[config.mk]
export PLATFORM = sky130hd
export DESIGN_NAME = nth_byte_pattern_search_top
export DESIGN_NICKNAME = d
export VERILOG_FILES = /design/src/hdl/pbs_pkg.sv /design/src/hdl/pbs_cell.sv /design/src/hdl/nth_byte_pattern_search_top.sv
export SDC_FILE = /design/constraint.sdc
export NUM_CORES = 1
export LEC_CHECK = 0
export BUFFER_PORTS_ARGS = -buffer_cell sky130_fd_sc_hd__clkbuf_2
export CAP_MARGIN = 5
export CORE_MARGIN = 2
export CORE_UTILIZATION = 59
export DETAILED_ROUTE_END_ITERATION = 7
export PLACE_DENSITY = 0.8
export SETUP_SLACK_MARGIN = 0.02
export SLEW_MARGIN = 10
export SYNTH_ARGS = -nofsm -noshare
export SYNTH_HDL_FRONTEND = slang
export SYNTH_HIERARCHICAL = 1
export SYNTH_SLANG_ARGS = --single-unit
[constraint.sdc]
create_clock -name clock -period 9.2 [get_ports clock]
set_clock_uncertainty 0.15 [all_clocks]
set_input_delay 0.92 -clock clock [delete_from_list [all_inputs] [get_ports clock]]
set_output_delay 0.92 -clock clock [all_outputs]
set_load 0.01 [all_outputs]
[src/hdl/pbs_pkg.sv]
// Shared types and constants for the nth byte pattern search block.
package pbs_pkg;

   localparam int BYTE_W        = 8;
   localparam int ADDR_W        = 64;
   localparam int PATTERN_W     = 64;
   localparam int PATTERN_BYTES = PATTERN_W / BYTE_W;
   localparam int LEN_W         = 4;
   localparam int OCC_W         = 16;
   localparam int CSR_INDEX_W   = 2;
   localparam int CSR_DATA_W    = 64;

   localparam int MAX_PATTERN_BYTES_DEFAULT = 8;

   typedef enum logic [CSR_INDEX_W-1:0] {
      CSR_PATTERN_BYTES    = 2'd0,
      CSR_PATTERN_LENGTH   = 2'd1,
      CSR_OCCURRENCE_INDEX = 2'd2,
      CSR_BASE_ADDRESS     = 2'd3
   } csr_index_type;

   // Per-cycle control shared by every cell of the window
   typedef struct packed {
      logic shift;
      logic clear;
   } pbs_cell_ctrl_type;

endpackage

[src/hdl/pbs_cell.sv]
// One window cell: holds a byte and its valid bit, compares the incoming byte.
module pbs_cell
   import pbs_pkg::*;
(
   input  logic              clock,
   input  logic              reset,
   input  pbs_cell_ctrl_type ctrl,
   input  logic [BYTE_W-1:0] byte_in,
   input  logic              valid_in,
   input  logic [BYTE_W-1:0] want,
   output logic [BYTE_W-1:0] byte_out,
   output logic              valid_out,
   output logic              hit
);

   logic [BYTE_W-1:0] data_ff;
   logic              valid_ff;
   logic              valid_next_in;

   // The byte arriving now is what this cell holds after the shift
   assign hit = valid_in && (byte_in == want);

   always_comb begin
      valid_next_in = valid_ff;
      if (ctrl.clear) begin
         valid_next_in = 1'b0;
      end else if (ctrl.shift) begin
         valid_next_in = valid_in;
      end
   end

   always_ff @(posedge clock) begin
      if (reset) begin
         valid_ff <= 1'b0;
      end else begin
         valid_ff <= valid_next_in;
      end
   end

   always_ff @(posedge clock) begin
      if (ctrl.shift) begin
         data_ff <= byte_in;
      end
   end

   assign byte_out  = data_ff;
   assign valid_out = valid_ff;

endmodule

[src/hdl/nth_byte_pattern_search_top.sv]
// Top level of the nth byte pattern search: cell chain, match control, output skid.
//
//  channel | dir | handshake          | payload
//  req     | in  | req_tvalid/tready  | tdata[7:0] data_byte, tlast last_byte
//  rsp     | out | rsp_tvalid/tready  | tdata[63:0] match_address, tuser found
//  csr     | in  | csr_valid/ready    | csr_index register, csr_data value
//
// One byte per cycle while req_tready is high: each byte is compared in the cycle
// it is taken, across all window cells in parallel, and the result is registered.
// Reset is synchronous and clears the window, counters and output queue.
// A two-entry output queue lets bytes keep flowing while a result waits;
// req_tready drops only when both entries are full.
module nth_byte_pattern_search_top
   import pbs_pkg::*;
#(
   parameter int MAX_PATTERN_BYTES = MAX_PATTERN_BYTES_DEFAULT
)
(
   input  logic                   clock,
   input  logic                   reset,
   input  logic                   req_tvalid,
   output logic                   req_tready,
   input  logic [BYTE_W-1:0]      req_tdata,    // [7:0] data_byte
   input  logic                   req_tlast,
   output logic                   rsp_tvalid,
   input  logic                   rsp_tready,
   output logic [ADDR_W-1:0]      rsp_tdata,    // [63:0] match_address
   output logic                   rsp_tuser,    // [0] found
   input  logic                   csr_valid,
   output logic                   csr_ready,
   input  logic [CSR_INDEX_W-1:0] csr_index,
   input  logic [CSR_DATA_W-1:0]  csr_data
);

   // Configuration registers
   logic [PATTERN_W-1:0] pattern_ff;
   logic [LEN_W-1:0]     length_ff;
   logic [OCC_W-1:0]     occ_ff;
   logic [ADDR_W-1:0]    base_ff;

   // Search state
   logic [ADDR_W-1:0]    offset_ff, offset_in;
   logic [ADDR_W-1:0]    cur_addr_ff, cur_addr_in;   // base + offset
   logic [OCC_W-1:0]     count_ff, count_in;
   logic                 done_ff, done_in;

   // Output queue
   logic                 out_valid_ff, out_valid_in;
   logic                 out_found_ff, out_found_in;
   logic [ADDR_W-1:0]    out_addr_ff, out_addr_in;
   logic                 skid_valid_ff, skid_valid_in;
   logic                 skid_found_ff, skid_found_in;
   logic [ADDR_W-1:0]    skid_addr_ff, skid_addr_in;

   logic                 req_fire;
   logic                 rsp_fire;
   logic                 csr_fire;
   logic [LEN_W-1:0]     len_used;
   logic [BYTE_W-1:0]    pat_byte [PATTERN_BYTES];
   pbs_cell_ctrl_type    cell_ctrl;
   logic [BYTE_W-1:0]    chain_byte  [MAX_PATTERN_BYTES+1];
   logic                 chain_valid [MAX_PATTERN_BYTES+1];
   logic [MAX_PATTERN_BYTES-1:0] hit;
   logic                 window_match;
   logic                 res_valid;
   logic                 res_found;
   logic [ADDR_W-1:0]    res_addr;
   logic                 restart;

   assign csr_ready  = 1'b1;
   assign csr_fire   = csr_valid && csr_ready;
   assign req_tready = !skid_valid_ff;
   assign req_fire   = req_tvalid && req_tready;
   assign rsp_fire   = out_valid_ff && rsp_tready;

   // Clamp the pattern length into 1..MAX_PATTERN_BYTES
   always_comb begin
      len_used = length_ff;
      if (length_ff == '0) begin
         len_used = LEN_W'(1);
      end else if (length_ff > LEN_W'(MAX_PATTERN_BYTES)) begin
         len_used = LEN_W'(MAX_PATTERN_BYTES);
      end
   end

   always_comb begin
      for (int k = 0; k < PATTERN_BYTES; k++) begin
         pat_byte[k] = pattern_ff[k*BYTE_W +: BYTE_W];
      end
   end

   // Cell chain: cell 0 takes the new byte, each cell hands its byte onwards
   assign chain_byte[0]  = req_tdata;
   assign chain_valid[0] = 1'b1;

   for (genvar i = 0; i < MAX_PATTERN_BYTES; i++) begin : g_cell
      logic [LEN_W-1:0] sel;
      // Newest byte lines up with the last pattern byte
      assign sel = len_used - LEN_W'(i) - LEN_W'(1);

      pbs_cell u_cell (
         .clock     (clock),
         .reset     (reset),
         .ctrl      (cell_ctrl),
         .byte_in   (chain_byte[i]),
         .valid_in  (chain_valid[i]),
         .want      (pat_byte[sel[$clog2(PATTERN_BYTES)-1:0]]),
         .byte_out  (chain_byte[i+1]),
         .valid_out (chain_valid[i+1]),
         .hit       (hit[i])
      );
   end

   always_comb begin
      window_match = 1'b1;
      for (int i = 0; i < MAX_PATTERN_BYTES; i++) begin
         if (LEN_W'(i) < len_used) begin
            window_match = window_match && hit[i];
         end
      end
   end

   // Per-byte search step
   always_comb begin
      offset_in   = offset_ff;
      cur_addr_in = cur_addr_ff;
      count_in    = count_ff;
      done_in     = done_ff;
      res_valid   = 1'b0;
      res_found   = 1'b0;
      res_addr    = '0;
      restart     = 1'b0;
      cell_ctrl   = '0;

      if (req_fire) begin
         if (done_ff) begin
            restart = req_tlast;
         end else begin
            cell_ctrl.shift = 1'b1;
            if (window_match) begin
               if (count_ff == occ_ff) begin
                  res_valid = 1'b1;
                  res_found = 1'b1;
                  res_addr  = cur_addr_ff - ADDR_W'(len_used - LEN_W'(1));
                  done_in   = 1'b1;
               end else if (count_ff != {OCC_W{1'b1}}) begin
                  count_in = count_ff + OCC_W'(1);
               end
            end
            offset_in   = offset_ff + ADDR_W'(1);
            cur_addr_in = cur_addr_ff + ADDR_W'(1);
            if (req_tlast) begin
               // Report not found unless the match landed on this byte
               res_valid = 1'b1;
               restart   = 1'b1;
            end
         end
      end

      if (restart) begin
         cell_ctrl.clear = 1'b1;
         offset_in       = '0;
         cur_addr_in     = base_ff;
         count_in        = '0;
         done_in         = 1'b0;
      end

      // Keep base + offset in step with a new base
      if (csr_fire && (csr_index == CSR_BASE_ADDRESS)) begin
         cur_addr_in = csr_data + offset_in;
      end
   end

   always_ff @(posedge clock) begin
      if (reset) begin
         pattern_ff <= '0;
         length_ff  <= LEN_W'(1);
         occ_ff     <= '0;
         base_ff    <= '0;
      end else if (csr_fire) begin
         case (csr_index)
            CSR_PATTERN_BYTES:    pattern_ff <= csr_data;
            CSR_PATTERN_LENGTH:   length_ff  <= csr_data[LEN_W-1:0];
            CSR_OCCURRENCE_INDEX: occ_ff     <= csr_data[OCC_W-1:0];
            CSR_BASE_ADDRESS:     base_ff    <= csr_data;
            default: ;
         endcase
      end
   end

   always_ff @(posedge clock) begin
      if (reset) begin
         offset_ff   <= '0;
         cur_addr_ff <= '0;
         count_ff    <= '0;
         done_ff     <= 1'b0;
      end else begin
         offset_ff   <= offset_in;
         cur_addr_ff <= cur_addr_in;
         count_ff    <= count_in;
         done_ff     <= done_in;
      end
   end

   // Output queue: main register plus skid entry
   always_comb begin
      out_valid_in  = out_valid_ff;
      out_found_in  = out_found_ff;
      out_addr_in   = out_addr_ff;
      skid_valid_in = skid_valid_ff;
      skid_found_in = skid_found_ff;
      skid_addr_in  = skid_addr_ff;
      if (!out_valid_ff || rsp_fire) begin
         if (skid_valid_ff) begin
            out_valid_in  = 1'b1;
            out_found_in  = skid_found_ff;
            out_addr_in   = skid_addr_ff;
            skid_valid_in = 1'b0;
         end else begin
            out_valid_in = res_valid;
            out_found_in = res_found;
            out_addr_in  = res_addr;
         end
      end else if (res_valid) begin
         skid_valid_in = 1'b1;
         skid_found_in = res_found;
         skid_addr_in  = res_addr;
      end
   end

   always_ff @(posedge clock) begin
      if (reset) begin
         out_valid_ff  <= 1'b0;
         skid_valid_ff <= 1'b0;
      end else begin
         out_valid_ff  <= out_valid_in;
         skid_valid_ff <= skid_valid_in;
      end
   end

   always_ff @(posedge clock) begin
      out_found_ff  <= out_found_in;
      out_addr_ff   <= out_addr_in;
      skid_found_ff <= skid_found_in;
      skid_addr_ff  <= skid_addr_in;
   end

   assign rsp_tvalid = out_valid_ff;
   assign rsp_tdata  = out_addr_ff;
   assign rsp_tuser  = out_found_ff;

`ifndef ASSERT_OFF
   a_skid_behind_out: assert property (@(posedge clock) disable iff (reset)
      skid_valid_ff |-> out_valid_ff)
      else $error("skid entry held while output register empty");

   a_not_found_zero: assert property (@(posedge clock) disable iff (reset)
      (out_valid_ff && !out_found_ff) |-> (out_addr_ff == '0))
      else $error("not-found transaction carries a non-zero address");

   a_restart_offset: assert property (@(posedge clock) disable iff (reset)
      (req_fire && req_tlast) |=> (offset_ff == '0) && !done_ff)
      else $error("search did not restart after the region's last byte");

   a_done_no_result: assert property (@(posedge clock) disable iff (reset)
      (req_fire && done_ff) |-> !res_valid)
      else $error("result produced after the match was reported");
`endif

endmodule

==> summary.txt <==
Layout
  • Share of cells above drive strength 1: 0.0995
  • Filler cell count: 4347
  • Utilization after layout: 0.655
  • Area grow syn2layout: 9.72%
  • Seq. cell area: 0.0116 mm²
  • NumNets Final: 3934
  • Final cell count without fillers: 4440
  • Multi-input gate area: 0.0183 mm²

Timing
  • Final period util: 0.705
  • Setup violations, final: 0
  • RSZ-0062 raised after global routing: false
  • Actual slew at the worst max-slew pin: 1.12 ns
  • Max Fclk: 154 MHz
  • Final Hold Fails: 0
  • Final Max Slew Viols: 0
  • Slack of the critical path: 2.72 ns
  • Fin Setup TNS: 0 ns
  • Minimum clock period: 6.48 ns
  • Relative slew slack: 0.248

Hold path
  • Worst min-delay path class: reg -> reg

Floorplan
  • Die Height: 232 µm
  • Die area: 0.0537 mm²
  • Effective utilization at floorplan: 0.597
  • Core Region: 0.0513 mm²
  • Die width: 232 µm
  • Num rows: 83
  • Io pins: 148

Worst setup path
  • Setup crit start: length_ff[3]
  • Worst r2r src: length_ff[3]
  • Reg2Reg Setup Slack: 2.72 ns
  • Critical path, cell by cell: nand2b_1 > buf_4 > inv_2 > ha_1 > inv_1 > o21ai_1 > buf_4 > clkinv_1 > nand2_1 > a31oi_1 > mux2_2 > xnor2_1 > nand4_1 > nor3_2 > o221ai_1 > o31ai_1 > and3_1 > nand3_1 > a21oi_1 > nor2b_4 > buf_4
  • WP depth: 21
  • Crit end category: register
  • Arr. time, crit path: 6.57 ns
  • Critical Path End: skid_addr_ff[62]
  • Slowest-stage cell, CP: buf_4
  • CP Buf/Inv Count: 6
  • Crit path max-delay family: buffers and inverters
  • Critical Path Fanout Max: 65
  • Crit path required time: 9.28 ns
  • Reg2Reg Depth: 21
  • Crit-path most repeated cell: buf_4
  • Reg2reg end: skid_addr_ff[62]
  • Critical setup path kind: reg -> reg
  • Setup crit start kind: register
  • Slowest stage delay, CP: 0.62 ns

Logic synthesis
  • YS warnings: 6
  • Synth Instances: 3635
  • Post-Syn Area: 0.0306 mm²
  • Syn Area/Cell: 8.42 µm²

Route
  • Number of remaining DRC errors: 0
  • Wl on met1: 36900 µm
  • DR top layer: met5
  • Routed wl met2: 38000 µm
  • Routed WL: 85700 µm
  • TritonRoute pass-1 iters: 8
  • Met3 wire length: 6710 µm
  • Via density: 6.06
  • Routed len/inst: 19.3 µm
  • DR vias: 26924
  • DR iter-0 viols: 2671
  • DRT antenna net count: 0

GRT
  • GRT Residual Overflow: 0
  • Number of global-route vias before repair: 24893
  • Initial antenna violation count: 2
  • Largest net degree at the start of global routing: 81
  • GRT Resource Usage Total: 0.314
  • First-pass GRT wire length: 135000 µm

Placement
  • # port buffers: 146
  • Routability congestion estimate: 1.01
  • Detailed placement HPWL: 64400 µm
  • Post-placement cell count: 4346
  • Pre-CTS setup slack: 2.25 ns

Clock tree
  • H-tree depth: 2
  • Clock-pin slew on the worst setup and hold paths: 0.06 ns
  • Hold-fix buffers at CTS: 0
  • Clk_lat worst skew: 0.61 ns
  • Cts bufs inserted: 50
  • Root Driver: clkbuf_16
  • Post-CTS setup buffer count: 0
  • Resize count post-CTS: 0
  • Clk sink count: 488
  • CTS tree: yes
  • CTS Buffer Depth: 3

Power and ir drop
  • Worst IR drop on VDD: 0.191 mV
  • Pwr dens: 158 mW/mm²
  • Seq pwr share: 0.451
  • Clk pwr share: 0.392
  • P_leak: 13.6 nW
  • Combinational Power Share: 0.157
  • Tot Pwr: 5.29 mW
  • Sw Ratio: 0.273
  • Int Pwr: 3.85 mW
  • Psw: 1.45 mW

Status
  • Status: completed

Flow run
  • Max-cap check violation count: 0
## sequential cells by signal, summed over array words and instances, names as in the netlist, 4 cells and up
name,flops
base_ff,64
cur_addr_ff,64
offset_ff,64
pattern_ff,64
rsp_tdata,64
skid_addr_ff,64
g_cell.u_cell/byte_out,56
count_ff,16
occ_ff,16
g_cell.u_cell/valid_out,7
length_ff,4
## routing by layer
metal,GRT usage,up-vias
met4,0.152,2
met2,0.493,1151
met1,0.431,12504
met3,0.0371,223
met5,0,-
li1,-,13044
## through the flow
step / hold slack [ns] / cell area, µm²
after floorplan: 0.283 / 30900
after global placement: 0.289 / 31900
after detailed placement: 0.294 / 31900
after CTS: 0.302 / 33600
after global routing: 0.315 / 33600
final: 0.304 / 33600
## cells in the final DEF, fill, tap and decap left out, types with 10 or more instances in the layout
cell       instances
a211oi_1          53
a21o_1            95
a21oi_1          358
a22o_1            10
a31oi_1           33
and2_1            26
and3_1            30
buf_4             28
clkbuf_1          12
clkbuf_16         51
clkbuf_2         145
conb_1            62
dfxtp_1          301
edfxtp_1         186
ha_1             134
inv_1             53
mux2_2            48
mux2i_1           76
mux4_2            16
nand2_1          574
nand2b_1          17
nand3_1           81
nand4_1           83
nor2_1           393
nor2b_1           32
nor3_1           106
nor3_2            13
o211ai_1          12
o21a_1            13
o21ai_0          134
o21bai_1          30
o22ai_1           24
o31ai_1           11
or2_2             10
xnor2_1          195
xor2_1           126
## worst reg2reg max path, cell delays in order, from the launching register on
cell	delay, ns
dfxtp_1	0.40
nand2b_1	0.19
buf_4	0.24
inv_2	0.44
ha_1	0.27
inv_1	0.06
o21ai_1	0.07
buf_4	0.29
clkinv_1	0.62
nand2_1	0.24
a31oi_1	0.17
mux2_2	0.34
xnor2_1	0.15
nand4_1	0.23
nor3_2	0.24
o221ai_1	0.13
o31ai_1	0.08
and3_1	0.38
nand3_1	0.18
a21oi_1	0.37
nor2b_4	0.21
buf_4	0.62
## worst min path at each step
stage                start          end  cells after the start
2_1_floorplan  base_ff[15]  base_ff[15]                      2
3_5_place_dp   base_ff[55]  base_ff[55]                      2
6_report       base_ff[49]  base_ff[49]                      2
5_1_grt        base_ff[49]  base_ff[49]                      2
3_3_place_gp   base_ff[60]  base_ff[60]                      2
4_1_cts        base_ff[55]  base_ff[55]                      2
## final cells by class
class,instances,share of cell area
Antenna cell,2,0.000149
Clock buffer,68,0.0414
Clock inverter,24,0.00842
Inverter,59,0.00663
Multi-Input combinational cell,2945,0.544
Sequential cell,488,0.346
Tap cell,680,0.0253
Timing Repair Buffer,174,0.0282
## power groups by stage
| stage | clock network (mW) | logic [mW] | registers (mW) |
|---|---|---|---|
| final | 2.08 | 0.831 | 2.39 |
| after global routing | 2.18 | 0.908 | 2.39 |
| after CTS | 2.10 | 0.812 | 2.39 |
| after detailed placement | 0 | 0.807 | 2.43 |
| after global placement | 0 | 0.801 | 2.43 |
| after floorplan | 0 | 0.593 | 2.41 |
No activity file was read; power rests on OpenSTA's default activity.
